## config.mk

```make
export PLATFORM = sky130hd
export DESIGN_NAME = oximeter_serial_deframer_top
export DESIGN_NICKNAME = d
export VERILOG_FILES = /design/src/rtl/osd_pkg.sv /design/src/rtl/osd_in_stage.sv /design/src/rtl/osd_deframer.sv /design/src/rtl/osd_out_stage.sv /design/src/rtl/oximeter_serial_deframer_top.sv
export SDC_FILE = /design/constraint.sdc
export NUM_CORES = 1
export LEC_CHECK = 0
export ABC_CLOCK_PERIOD_IN_PS = 7400
export BUFFER_PORTS_ARGS = -buffer_cell sky130_fd_sc_hd__buf_4
export CAP_MARGIN = 20
export CORE_MARGIN = 2
export CORE_UTILIZATION = 39
export DETAILED_ROUTE_END_ITERATION = 16
export GPL_TIMING_DRIVEN = 0
export HOLD_SLACK_MARGIN = 0.15
export SETUP_SLACK_MARGIN = 0.02
export SLEW_MARGIN = 20
export SYNTH_ARGS = -nofsm -noshare
export SYNTH_HDL_FRONTEND = slang
export SYNTH_SLANG_ARGS = --single-unit
```

## constraint.sdc

```tcl
create_clock -name clk_i -period 7.4 [get_ports clk_i]
set_input_delay 1.11 -clock clk_i [delete_from_list [all_inputs] [get_ports clk_i]]
set_output_delay 1.11 -clock clk_i [all_outputs]
set_load 0.05 [all_outputs]
```

## src/rtl/osd_pkg.sv

```systemverilog
// Shared types, constants and header-selection functions for the oximeter deframer.
package osd_pkg;

  localparam int unsigned HEADER_WINDOW = 30;
  localparam int unsigned WCNT_W = $clog2(HEADER_WINDOW + 1);
  localparam logic [WCNT_W-1:0] HDR_WIN = WCNT_W'(HEADER_WINDOW);

  localparam logic [7:0] SYNC_BIT   = 8'h80;
  localparam logic [7:0] HDR_MARK   = 8'hF2;
  localparam logic [3:0] TRIO_NIB   = 4'hF;
  localparam logic [1:0] TRIO_MAX   = 2'd3;
  localparam logic [WCNT_W-1:0] TRIO_PITCH = WCNT_W'(3);
  localparam logic [1:0] PICK_NONE  = 2'd3;

  typedef enum logic [3:0] {
    PH_SEEK   = 4'b0001,
    PH_WINDOW = 4'b0010,
    PH_CHECK  = 4'b0100,
    PH_DATA   = 4'b1000
  } phase_e;

  typedef enum logic [1:0] {
    KIND_LIVE = 2'd0,
    KIND_REC  = 2'd1,
    KIND_HDR  = 2'd2
  } kind_e;

  typedef struct packed {
    kind_e      kind;
    logic [7:0] pulse_rate;
    logic [7:0] oxygen_sat;
    logic [7:0] pleth_wave;
    logic [6:0] start_hour;
    logic [6:0] start_minute;
    logic       no_clock;
  } osd_result_t;

  typedef logic [2:0][WCNT_W-1:0] off_arr_t;
  typedef logic [2:0][6:0]        time_arr_t;

  // Best trio: 0 or 1 when the next trio sits exactly one trio later, else PICK_NONE.
  function automatic logic [1:0] pick_trio(input logic [1:0] tcnt, input off_arr_t toff);
    logic [1:0] best;
    best = PICK_NONE;
    if (tcnt >= 2'd2 && (toff[1] - toff[0]) == TRIO_PITCH) begin
      best = 2'd0;
    end else if (tcnt == TRIO_MAX && (toff[2] - toff[1]) == TRIO_PITCH) begin
      best = 2'd1;
    end
    return best;
  endfunction

  function automatic osd_result_t header_result(input logic [1:0] tcnt, input off_arr_t toff,
                                                input time_arr_t thour, input time_arr_t tmin,
                                                input logic [7:0] check_byte);
    logic [1:0]  best;
    logic [1:0]  last;
    logic [6:0]  h;
    logic [6:0]  m;
    osd_result_t r;
    best = pick_trio(tcnt, toff);
    last = tcnt - 2'd1;
    h = '0;
    m = '0;
    if (best != PICK_NONE) begin
      h = thour[best];
      m = tmin[best];
    end else if (tcnt != 2'd0 && check_byte[7:4] == TRIO_NIB) begin
      h = thour[last];
      m = tmin[last];
    end
    r = '0;
    r.kind = KIND_HDR;
    r.start_hour = h;
    r.start_minute = m;
    r.no_clock = (h == '0) && (m == '0);
    return r;
  endfunction

endpackage

```

## src/rtl/osd_in_stage.sv

```systemverilog
// Input register stage: holds one received byte until the deframer takes it.
module osd_in_stage (
  input  logic       clk_i,
  input  logic       rst_ni,
  input  logic       in_valid_i,
  output logic       in_ready_o,
  input  logic [7:0] byte_in_i,
  input  logic       take_i,
  output logic       valid_o,
  output logic [7:0] byte_o
);

  logic       valid_q;
  logic [7:0] byte_q;

  assign in_ready_o = !valid_q || take_i;
  assign valid_o    = valid_q;
  assign byte_o     = byte_q;

  always_ff @(posedge clk_i or negedge rst_ni) begin
    if (!rst_ni) begin
      valid_q <= 1'b0;
    end else if (in_valid_i && in_ready_o) begin
      valid_q <= 1'b1;
    end else if (take_i) begin
      valid_q <= 1'b0;
    end
  end

  always_ff @(posedge clk_i) begin
    if (in_valid_i && in_ready_o) begin
      byte_q <= byte_in_i;
    end
  end

endmodule

```

## src/rtl/osd_deframer.sv

```systemverilog
// Deframer state and the per-byte next-state and result logic.
module osd_deframer (
  input  logic                 clk_i,
  input  logic                 rst_ni,
  input  logic                 cfg_we_i,
  input  logic                 cfg_wdata_i,
  input  logic                 step_i,
  input  logic [7:0]           byte_i,
  output logic                 res_valid_o,
  output osd_pkg::osd_result_t res_o
);

  logic                        mode_q;
  osd_pkg::phase_e             phase_q, phase_d;
  logic [2:0]                  fpos_q, fpos_d;
  logic [2:0][7:0]             held_q, held_d;
  logic [osd_pkg::WCNT_W-1:0]  wcnt_q, wcnt_d;
  logic [1:0]                  tcnt_q, tcnt_d;
  osd_pkg::off_arr_t           toff_q, toff_d;
  osd_pkg::time_arr_t          thour_q, thour_d;
  osd_pkg::time_arr_t          tmin_q, tmin_d;
  logic                        chk_q, chk_d;

  logic [2:0] fpos_m1;
  logic [1:0] tlast;

  assign fpos_m1 = fpos_q - 3'd1;
  assign tlast   = tcnt_q - 2'd1;

  always_comb begin
    phase_d = phase_q;
    fpos_d  = fpos_q;
    held_d  = held_q;
    wcnt_d  = wcnt_q;
    tcnt_d  = tcnt_q;
    toff_d  = toff_q;
    thour_d = thour_q;
    tmin_d  = tmin_q;
    chk_d   = chk_q;
    res_valid_o = 1'b0;
    res_o = '0;

    if (step_i) begin
      if (!mode_q) begin
        // live frames: sync byte, then four more bytes
        if (phase_q != osd_pkg::PH_DATA) begin
          if ((byte_i & osd_pkg::SYNC_BIT) != 8'h00) begin
            phase_d = osd_pkg::PH_DATA;
            fpos_d  = 3'd1;
          end else begin
            phase_d = osd_pkg::PH_SEEK;
          end
        end else if (fpos_q >= 3'd1 && fpos_q <= 3'd3) begin
          held_d[fpos_m1[1:0]] = byte_i;
          fpos_d = fpos_q + 3'd1;
        end else begin
          phase_d = osd_pkg::PH_SEEK;
          fpos_d  = 3'd0;
          res_valid_o = 1'b1;
          res_o.kind = osd_pkg::KIND_LIVE;
          res_o.pulse_rate = {held_q[1][6], held_q[2][6:0]};
          res_o.oxygen_sat = {1'b0, byte_i[6:0]};
          res_o.pleth_wave = held_q[0];
        end
      end else begin
        unique case (phase_q)
          osd_pkg::PH_SEEK: begin
            if (byte_i == osd_pkg::HDR_MARK) begin
              phase_d   = osd_pkg::PH_WINDOW;
              tcnt_d    = 2'd1;
              toff_d[0] = '0;
              wcnt_d    = osd_pkg::WCNT_W'(1);
              fpos_d    = 3'd1;
              chk_d     = 1'b0;
            end
          end
          osd_pkg::PH_WINDOW: begin
            if (fpos_q == 3'd1) begin
              if (tcnt_q != 2'd0) thour_d[tlast] = byte_i[6:0];
              fpos_d = 3'd2;
            end else if (fpos_q == 3'd2) begin
              if (tcnt_q != 2'd0) tmin_d[tlast] = byte_i[6:0];
              fpos_d = 3'd0;
              chk_d  = 1'b1;
            end else begin
              if (chk_q) begin
                held_d[0] = byte_i;
                chk_d = 1'b0;
              end
              if (byte_i == osd_pkg::HDR_MARK && tcnt_q != osd_pkg::TRIO_MAX &&
                  wcnt_q < osd_pkg::HDR_WIN) begin
                toff_d[tcnt_q] = wcnt_q;
                tcnt_d = tcnt_q + 2'd1;
                fpos_d = 3'd1;
              end
            end
            if (wcnt_q < osd_pkg::HDR_WIN) wcnt_d = wcnt_q + osd_pkg::WCNT_W'(1);
            // window closes: emit now, or wait one byte for the check byte
            if (fpos_d == 3'd0 && (tcnt_d == osd_pkg::TRIO_MAX || wcnt_d >= osd_pkg::HDR_WIN)) begin
              if (osd_pkg::pick_trio(tcnt_d, toff_d) == osd_pkg::PICK_NONE && chk_d) begin
                phase_d = osd_pkg::PH_CHECK;
              end else begin
                res_valid_o = 1'b1;
                res_o = osd_pkg::header_result(tcnt_d, toff_d, thour_d, tmin_d, held_d[0]);
                phase_d = osd_pkg::PH_DATA;
                fpos_d  = 3'd0;
              end
            end
          end
          osd_pkg::PH_CHECK: begin
            held_d[0] = byte_i;
            chk_d = 1'b0;
            res_valid_o = 1'b1;
            res_o = osd_pkg::header_result(tcnt_q, toff_q, thour_q, tmin_q, byte_i);
            phase_d = osd_pkg::PH_DATA;
            fpos_d  = 3'd0;
            // same byte also opens the first data trio
            if (byte_i[7:4] == osd_pkg::TRIO_NIB) fpos_d = 3'd1;
          end
          osd_pkg::PH_DATA: begin
            if (fpos_q == 3'd0) begin
              if (byte_i[7:4] == osd_pkg::TRIO_NIB) begin
                held_d[0] = byte_i;
                fpos_d = 3'd1;
              end
            end else if (fpos_q == 3'd1) begin
              held_d[1] = byte_i;
              fpos_d = 3'd2;
            end else begin
              fpos_d = 3'd0;
              res_valid_o = 1'b1;
              res_o.kind = osd_pkg::KIND_REC;
              res_o.pulse_rate = {held_q[0][0], held_q[1][6:0]};
              res_o.oxygen_sat = byte_i;
            end
          end
          default: begin
            phase_d = osd_pkg::PH_SEEK;
          end
        endcase
      end
    end
  end

  always_ff @(posedge clk_i or negedge rst_ni) begin
    if (!rst_ni) begin
      mode_q  <= 1'b0;
      phase_q <= osd_pkg::PH_SEEK;
      fpos_q  <= '0;
      held_q  <= '0;
      wcnt_q  <= '0;
      tcnt_q  <= '0;
      toff_q  <= '0;
      thour_q <= '0;
      tmin_q  <= '0;
      chk_q   <= 1'b0;
    end else if (cfg_we_i) begin
      // any mode write restarts the deframer
      mode_q  <= cfg_wdata_i;
      phase_q <= osd_pkg::PH_SEEK;
      fpos_q  <= '0;
      held_q  <= '0;
      wcnt_q  <= '0;
      tcnt_q  <= '0;
      toff_q  <= '0;
      thour_q <= '0;
      tmin_q  <= '0;
      chk_q   <= 1'b0;
    end else if (step_i) begin
      phase_q <= phase_d;
      fpos_q  <= fpos_d;
      held_q  <= held_d;
      wcnt_q  <= wcnt_d;
      tcnt_q  <= tcnt_d;
      toff_q  <= toff_d;
      thour_q <= thour_d;
      tmin_q  <= tmin_d;
      chk_q   <= chk_d;
    end
  end

endmodule

```

## src/rtl/osd_out_stage.sv

```systemverilog
// Output register stage: holds one result until the sink takes it.
module osd_out_stage (
  input  logic                 clk_i,
  input  logic                 rst_ni,
  input  logic                 res_valid_i,
  input  osd_pkg::osd_result_t res_i,
  output logic                 free_o,
  output logic                 out_valid_o,
  input  logic                 out_ready_i,
  output osd_pkg::osd_result_t res_o
);

  logic                 valid_q;
  osd_pkg::osd_result_t res_q;

  assign free_o      = !valid_q || out_ready_i;
  assign out_valid_o = valid_q;
  assign res_o       = res_q;

  always_ff @(posedge clk_i or negedge rst_ni) begin
    if (!rst_ni) begin
      valid_q <= 1'b0;
    end else if (free_o) begin
      valid_q <= res_valid_i;
    end
  end

  always_ff @(posedge clk_i) begin
    if (free_o && res_valid_i) begin
      res_q <= res_i;
    end
  end

endmodule

```

## src/rtl/oximeter_serial_deframer_top.sv

```systemverilog
// Top level of the oximeter serial deframer.
// Order: a byte accepted into the input register is decoded once the output register is free;
// its result, if any, is registered there and shows on the output port.
// Throughput: one byte per cycle, set by the single decode pass between the
// input register and the result register; a stalled output holds the input side.
// Reset: asynchronous, active low; live mode, seeking sync, no transaction pending.
module oximeter_serial_deframer_top (
  input  logic       clk_i,
  input  logic       rst_ni,
  input  logic       cfg_we_i,
  input  logic       cfg_wdata_i,
  input  logic       in_valid_i,
  output logic       in_ready_o,
  input  logic [7:0] byte_in_i,
  output logic       out_valid_o,
  input  logic       out_ready_i,
  output logic [1:0] kind_o,
  output logic [7:0] pulse_rate_o,
  output logic [7:0] oxygen_sat_o,
  output logic [7:0] pleth_wave_o,
  output logic [6:0] start_hour_o,
  output logic [6:0] start_minute_o,
  output logic       no_clock_o
);

  logic                 s1_valid;
  logic [7:0]           s1_byte;
  logic                 out_free;
  logic                 step;
  logic                 res_valid;
  osd_pkg::osd_result_t res;
  osd_pkg::osd_result_t res_out;

  assign step = s1_valid && out_free;

  osd_in_stage u_in (
    .clk_i      (clk_i),
    .rst_ni     (rst_ni),
    .in_valid_i (in_valid_i),
    .in_ready_o (in_ready_o),
    .byte_in_i  (byte_in_i),
    .take_i     (step),
    .valid_o    (s1_valid),
    .byte_o     (s1_byte)
  );

  osd_deframer u_core (
    .clk_i       (clk_i),
    .rst_ni      (rst_ni),
    .cfg_we_i    (cfg_we_i),
    .cfg_wdata_i (cfg_wdata_i),
    .step_i      (step),
    .byte_i      (s1_byte),
    .res_valid_o (res_valid),
    .res_o       (res)
  );

  osd_out_stage u_out (
    .clk_i       (clk_i),
    .rst_ni      (rst_ni),
    .res_valid_i (res_valid),
    .res_i       (res),
    .free_o      (out_free),
    .out_valid_o (out_valid_o),
    .out_ready_i (out_ready_i),
    .res_o       (res_out)
  );

  assign kind_o         = res_out.kind;
  assign pulse_rate_o   = res_out.pulse_rate;
  assign oxygen_sat_o   = res_out.oxygen_sat;
  assign pleth_wave_o   = res_out.pleth_wave;
  assign start_hour_o   = res_out.start_hour;
  assign start_minute_o = res_out.start_minute;
  assign no_clock_o     = res_out.no_clock;

endmodule

```

Word-level counts from Yosys, hierarchy flattened
Index checks and enable logic that the tools add are counted.
{ "totals": {"reg_bits": 148, "out_inout_bits": 43, "word_cells": 339} }
{ "op_classes": {"addsub": 10, "n_lt_le_gt_ge": 15, "n_eq_ne": 40, "muxes": 195, "reduce_logical": 50} }
{ "op_table": {"columns": ["operator", "count"], "rows": [
  ["2-to-1 mux 21 bit", 19],
  ["2-to-1 mux 7 bit", 33],
  ["2-to-1 mux 15 bit", 9],
  ["2-to-1 mux 24 bit", 5],
  ["binary-select mux 7 bit (select 2 bit)", 8],
  ["2-to-1 mux 8 bit", 13],
  ["2-to-1 mux 41 bit", 2],
  ["2-to-1 mux 2 bit", 27],
  ["one-hot mux 18 bit (3 select lines)", 1],
  ["2-to-1 mux 26 bit", 2],
  ["2-to-1 mux 3 bit", 17],
  ["2-to-1 mux 5 bit", 10],
  ["one-hot mux 23 bit (2 select lines)", 1],
  ["bitwise mux 21 bit", 2],
  ["2-to-1 mux 4 bit", 9],
  ["!= test 4 bit (second input constant)", 8],
  ["logical NOT 7 bit", 4],
  ["bitwise mux 24 bit", 1],
  ["one-hot mux 8 bit (3 select lines)", 1],
  ["== test 5 x 2 -> 1 bit (second input constant)", 4],
  ["2-to-1 mux 1 bit", 20],
  ["one-hot mux 5 bit (2 select lines)", 2],
  ["subtractor 5 bit", 4],
  ["logical AND 1 bit", 19],
  ["50 further kinds", 89]
]} }

Logic depth before layout (Yosys ltp)
{ "depth": {"word_depth": 41, "ltp_mapped": 21} }

Modules after synthesis
From an unflattened synthesis, not the netlist that was laid out.
{ "unflattened": {"cells_unflattened": 1092, "hier_area_um2": 9664.3} }
{ "by_module_without_submodules": {"columns": ["mod", "n_inst", "cells_per_inst", "area_per_inst_um2"], "rows": [
  ["osd_deframer", 1, 1034, 8079.0],
  ["osd_out_stage", 1, 45, 1285.0],
  ["osd_in_stage", 1, 12, 294.0],
  ["oximeter_serial_deframer_top", 1, 1, 6.3]
]} }

Worst setup path before layout
OpenSTA, ideal clock, no wires.
{ "synth_path": {"path_type": "flip-flop to flip-flop", "start": "reg u_core.fpos_q[0]", "end": "reg u_out.res_q, in the netlist u_out.res_o[0] (enable)", "t_arrival_ns": 4.729, "required_ns": 6.862, "slack_ns": 2.133, "path_stages_with_launch": 18, "n_path_buf": 0, "path_cell_list": "dfrtp_1 -> inv_1 -> ha_1 -> o21bai_1 -> nand2b_1 -> nor2_2 -> nand2_1 -> mux2i_1 -> ha_1 -> inv_1 -> fa_1 -> nor3b_1 -> a2111oi_2 -> xor2_1 -> a2bb2oi_2 -> a31oi_1 -> o21ai_0 -> nand2_1"} }
{ "synth_via": {"elab_chain_cells": 23, "word_cells_on_any_way": 56, "classes_between": "2 x add/sub; 3 x order compare; 6 x eq/ne; 36 x mux; 9 x reduce/logical"} }
{ "synth_lines": {"columns": ["element", "line", "text"], "rows": [
  ["start: declaration", "osd_deframer.sv:15", "logic [2:0] fpos_q, fpos_d;"],
  ["start signal: assignment", "osd_deframer.sv:171", "fpos_q <= fpos_d;"],
  ["== test 3 x 2 -> 1 bit", "osd_deframer.sv:81", "end else if (fpos_q == 3'd2) begin"],
  ["2-to-1 mux 15 bit", "osd_deframer.sv:81", null],
  ["2-to-1 mux 15 bit", "osd_deframer.sv:78", "if (fpos_q == 3'd1) begin"],
  ["2-to-1 mux 15 bit", "osd_deframer.sv:66", "unique case (phase_q)"],
  ["2-to-1 mux 15 bit", "osd_deframer.sv:44", "if (!mode_q) begin"],
  ["2-to-1 mux 15 bit", "osd_deframer.sv:43", "if (step_i) begin"],
  ["subtractor 5 bit", "osd_pkg.sv:47", "end else if (tcnt == TRIO_MAX && (toff[2] - toff[1]) == TRIO_PITCH) begin"],
  ["== test 5 x 2 -> 1 bit", "osd_pkg.sv:47", null],
  ["[7 not listed]", null, null],
  ["== test 2 bit", "osd_deframer.sv:100", "if (osd_pkg::pick_trio(tcnt_d, toff_d) == osd_pkg::PICK_NONE && chk_d) begin"],
  ["logical AND 1 bit", "osd_deframer.sv:100", null],
  ["2-to-1 mux 1 bit", "osd_deframer.sv:100", null],
  ["2-to-1 mux 1 bit", "osd_deframer.sv:99", "if (fpos_d == 3'd0 && (tcnt_d == osd_pkg::TRIO_MAX || wcnt_d >= osd_pkg::HDR_WIN)) begin"],
  ["one-hot mux 1 bit (3 select lines)", "osd_deframer.sv:66", null],
  ["2-to-1 mux 1 bit (*)", "osd_deframer.sv:44", null],
  ["2-to-1 mux 1 bit (*)", "osd_deframer.sv:43", null],
  ["logical AND 1 bit (*)", "osd_out_stage.sv:29", "if (free_o && res_valid_i) begin"],
  ["end signal: assignment", "osd_out_stage.sv:30", "res_q <= res_i;"],
  ["end: declaration", "osd_out_stage.sv:14", "osd_pkg::osd_result_t res_q;"]
]} }
Mark *: on every way between the ends. The rest lies on a longest branch, timed or not. The select of a mux whose other input is x is not followed.
A chain may end at the register's enable or synchronous reset.

Worst setup path after layout
{ "layout_path": {"start": "reg u_core.tcnt_q[0]", "end": "reg u_out.res_q, in the netlist u_out.res_o[14] (enable)"} }
{ "layout_via": {"elab_chain_cells": 28, "word_cells_on_any_way": 53, "classes_between": "3 x add/sub; 3 x order compare; 5 x eq/ne; 32 x mux; 10 x reduce/logical"} }
{ "layout_lines": {"columns": ["element", "line", "text"], "rows": [
  ["start: declaration", "osd_deframer.sv:18", "logic [1:0] tcnt_q, tcnt_d;"],
  ["start signal: assignment", "osd_deframer.sv:174", "tcnt_q <= tcnt_d;"],
  ["< comparator 2 x 3 -> 1 bit (not written as such) / >= comparator 2 x 1 -> 1 bit (equally long branches)", "osd_deframer.sv:92", "toff_d[tcnt_q] = wcnt_q;"],
  ["logical AND 1 bit (not written as such)", "osd_deframer.sv:92", null],
  ["2-to-1 mux 5 bit (not written as such)", "osd_deframer.sv:92", null],
  ["demux 5 bit (select 2 bit)", null, null],
  ["bitwise mux 15 bit", "osd_deframer.sv:92", null],
  ["2-to-1 mux 15 bit", "osd_deframer.sv:90", "if (byte_i == osd_pkg::HDR_MARK && tcnt_q != osd_pkg::TRIO_MAX &&"],
  ["2-to-1 mux 15 bit", "osd_deframer.sv:81", null],
  ["2-to-1 mux 15 bit", "osd_deframer.sv:78", null],
  ["[12 not listed]", null, null],
  ["== test 2 bit", "osd_deframer.sv:100", null],
  ["logical AND 1 bit", "osd_deframer.sv:100", null],
  ["2-to-1 mux 1 bit", "osd_deframer.sv:100", null],
  ["2-to-1 mux 1 bit (*)", "osd_deframer.sv:99", null],
  ["one-hot mux 1 bit (3 select lines) (*)", "osd_deframer.sv:66", null],
  ["2-to-1 mux 1 bit (*)", "osd_deframer.sv:44", null],
  ["2-to-1 mux 1 bit (*)", "osd_deframer.sv:43", null],
  ["logical AND 1 bit (*)", "osd_out_stage.sv:29", null]
]} }
Marked as above.

==> results.toml <==
[clock_network]
clk_pin_slew_ps = 80
cts_tree = "built"
ctsResizeCount = 0
cts_max_level = 4
cts_setup_buffers = 0
hold_buffers = 0
clock_path_buffers = 2
clock_latency_ps = 440
cts_made_buffers = 17
cts.sinks = 146
cts-root-buf = "clkbuf_16"

[synth]
yosys.area.top_type = "dfrtp_1"
synth_seq_cells = 146
syn-instance-count = 1028
synth_area_per_cell_sq_um = 9.38
synth-edff-count = 49
ys_seq_area_share_pct = 40.5
synth_warnings = 0
syn_nets = 1077
yosys.area.top_type_share_pct = 24.9
async_reset_ff_share_pct = 66.4
mappedNetlistArea_sq_um = 9640
ys.flop_type = "dfrtp_1"
netlist_top_cells_area = "dfrtp_1, edfxtp_1, mux2i_1, ha_1, nor2_1"
synth_cell_types = 75

[min_path]
min_path_type = "reg2reg"

[route]
drtIter0Drc = 783
wl_mm = 29.6
viasPerCell = 5.81
drt_pass1_iterations = 5
routed-via-count = 8375
ant_nets = 0
drc = 0
wire_per_inst_um = 20.6

[setup_path]
crit_chain = "inv_1 > clkbuf_1 > ha_1 > clkbuf_1 > nand3_1 > mux2_2 > ha_1 > inv_1 > fa_1 > and3_1 > a221oi_1 > xnor2_1 > o2111ai_1 > a31oi_1 > o21ai_0 > nand2_2 > buf_12"
worst-setup-path-type = "reg2reg"
start_kind = "flop"
path_delay_family = "compound AO/OA/AOI/OAI gates"
cp_data_arrival_time_ps = 6710
crit_buf_inv = 5
cp_slowest_cell = "a31oi_1"
end_kind = "flop"
required_ps = 7540
critPathMaxFanout = 30
max_stage_delay_ps = 770

[timing]
maxSlewViolCount = 0
rsz0062_at_grt = "no"
setup_tns_ps = 0
slew_headroom_pct = 24.8
finalHoldViolCount = 0
finalClockSkew_ps = 13.0
fin_crit_ps = 6570
tightestPinTransition_ps = 1120
timing.final.crit_share_pct = 88.8
setup-violations-final = 0
max_freq_mhz = 152

[cells_and_area]
antenna-diode-count = 0
fin_nets = 1153
syn_to_final_growth_pct = 15.3
multi_input_area_sq_um = 5300
layout_common_cells = "mux2i_1, nor2_1, dfrtp_1"
regArea_sq_um = 3900
mostFrequentLayoutCell = "mux2i_1"
final_cell_area_sq_um = 11100
drive_above_1_share_pct = 11.3
nFillCells = 2328

[pwr]
p_leak_nw = 4.93
swShare_pct = 29.1
p_switching_w = 0.000570
p_int_w = 0.00139
p_per_area_nw_per_um2 = 176
power_frac_seq_pct = 44.5
irDropWorstVdd_uv = 137
clkPwrFrac_pct = 46.4
combPwrFrac_pct = 9.1

[placed_design]
port_buffers = 56
gp_congestion = 0.962
placed_area_sq_um = 10500
dp.final_hpwl_mm = 21.4

[die]
die_x_um = 161
core_area_sq_um = 24300
die_h_um = 161
start_util_pct = 39.6
die_area_sq_um = 26000
pin_count = 57
rows = 57

[global_route]
grt_usage_pct = 23.2
first_global_vias = 8041
grt_pass1_wl_mm = 46.4
gr-total-overflow = 0
grt_antenna_before_repair = 0
grt_max_degree = 98

[status]
status = "finished clean"

[run]
drv_cap = 0
==> logic make-up after synthesis <==
| family | after synthesis | share of synthesized area [%] |
|---|---|---|
| buffers and inverters | 111 | 4.61 |
| adders and majority gates | 35 | 4.85 |
| and+or+nand+nor | 329 | 16.6 |
| AOI/OAI and AO/OA | 261 | 18.5 |
| DFF | 146 | 40.5 |
| muxes | 127 | 13.3 |
| xor gates and xnor gates | 19 | 1.73 |
==> cells in the mapped netlist (5+ instances only) <==
library cell,number
nor3_1,12
xor2_1,8
xnor2_1,11
nor3b_1,9
a22o_1,40
nand2b_1,12
dfrtp_1,96
nand2_1,86
o22ai_1,6
a211oi_1,6
inv_1,46
edfxtp_1,49
a21o_1,6
mux2i_1,120
and3_1,11
a21oi_1,50
o21ai_0,66
and2_1,14
o31ai_1,9
clkbuf_1,46
nor4_1,6
nor2b_1,16
nor2_1,103
o2bb2ai_1,12
buf_2,12
ha_1,31
a22oi_1,14
nand4_1,12
nand3b_1,5
a31oi_1,15
nand3_1,24
mux2_2,6
==> worst register-to-register path: stages, from the launching register on <==
cell and delay [ps]:
dfrtp_1 480, inv_1 360, clkbuf_1 610, ha_1 400, clkbuf_1 390, nand3_1 360
mux2_2 340, ha_1 160, inv_1 50, fa_1 400, and3_1 160, a221oi_1 350
xnor2_1 190, o2111ai_1 270, a31oi_1 770, o21ai_0 380, nand2_2 340, buf_12 240
==> final timing paths <==
kind / start / endpoint / slack [ps] / cells past startpoint
min: u_core.held_q[13] / u_core.held_q[13] / 480 / 2
max reg2reg: u_core.tcnt_q[0] / u_out.res_o[14] / 830 / 17
max in group asynchronous: rst_ni / u_core.held_q[12] / 5980 / 1
min in group asynchronous: rst_ni / u_core.toff_q[3] / 770 / 1
max: u_core.tcnt_q[0] / u_out.res_o[14] / 830 / 17
min reg2reg: u_core.held_q[13] / u_core.held_q[13] / 480 / 2
==> area by class of cell <==
type	count	share of cell area, %
plain buffers	64	2.40
clock buffers	17	3.83
clock inverters	15	1.70
inverters	47	1.60
multi-input cells	771	47.7
flip-flops and latches	146	35.1
well taps	324	3.65
repair buffers	57	4.00
==> power groups by stage <==
stage | combinational [W] | clock (W) | sequential, W
final | 0.000178 | 0.000907 | 0.000870
after global routing | 0.000193 | 0.000955 | 0.000872
after CTS | 0.000175 | 0.000920 | 0.000870
after detailed placement | 0.000174 | 0 | 0.000886
after global placement | 0.000173 | 0 | 0.000885
after floorplan | 0.000104 | 0 | 0.000885
==> stage by stage <==
stage	hold slack, ps	std cells	setup slack, ps	utilization (%)	total power (W)
floorplan	450	1028	2130	-	0.000989
global placement	462	1408	190	43.0	0.00106
detailed placement	474	1409	1010	43.2	0.00106
CTS	490	1441	949	45.7	0.00196
global route	501	1441	631	45.7	0.00202
finish	483	1441	827	45.7	0.00196
==> sequential cells by signal, indices dropped and copies added, names as in the netlist, 4 cells and up <==
signal	flops
u_core.held_q	22
u_core.tmin_q	21
u_core.phase_q	4
u_core.wcnt_q	5
u_out.res_o	41
u_core.toff_q	15
u_core.thour_q	21
u_in.byte_o	8
==> metal layers <==
metal,track usage [%],wire length [um],up-vias
met5,0,0,-
met4,7.59,769,0
met3,4.90,2100,55
met2,37.1,13600,343
met1,31.5,13100,4055
li1,-,-,3922
(Power assumes the default switching activity.)
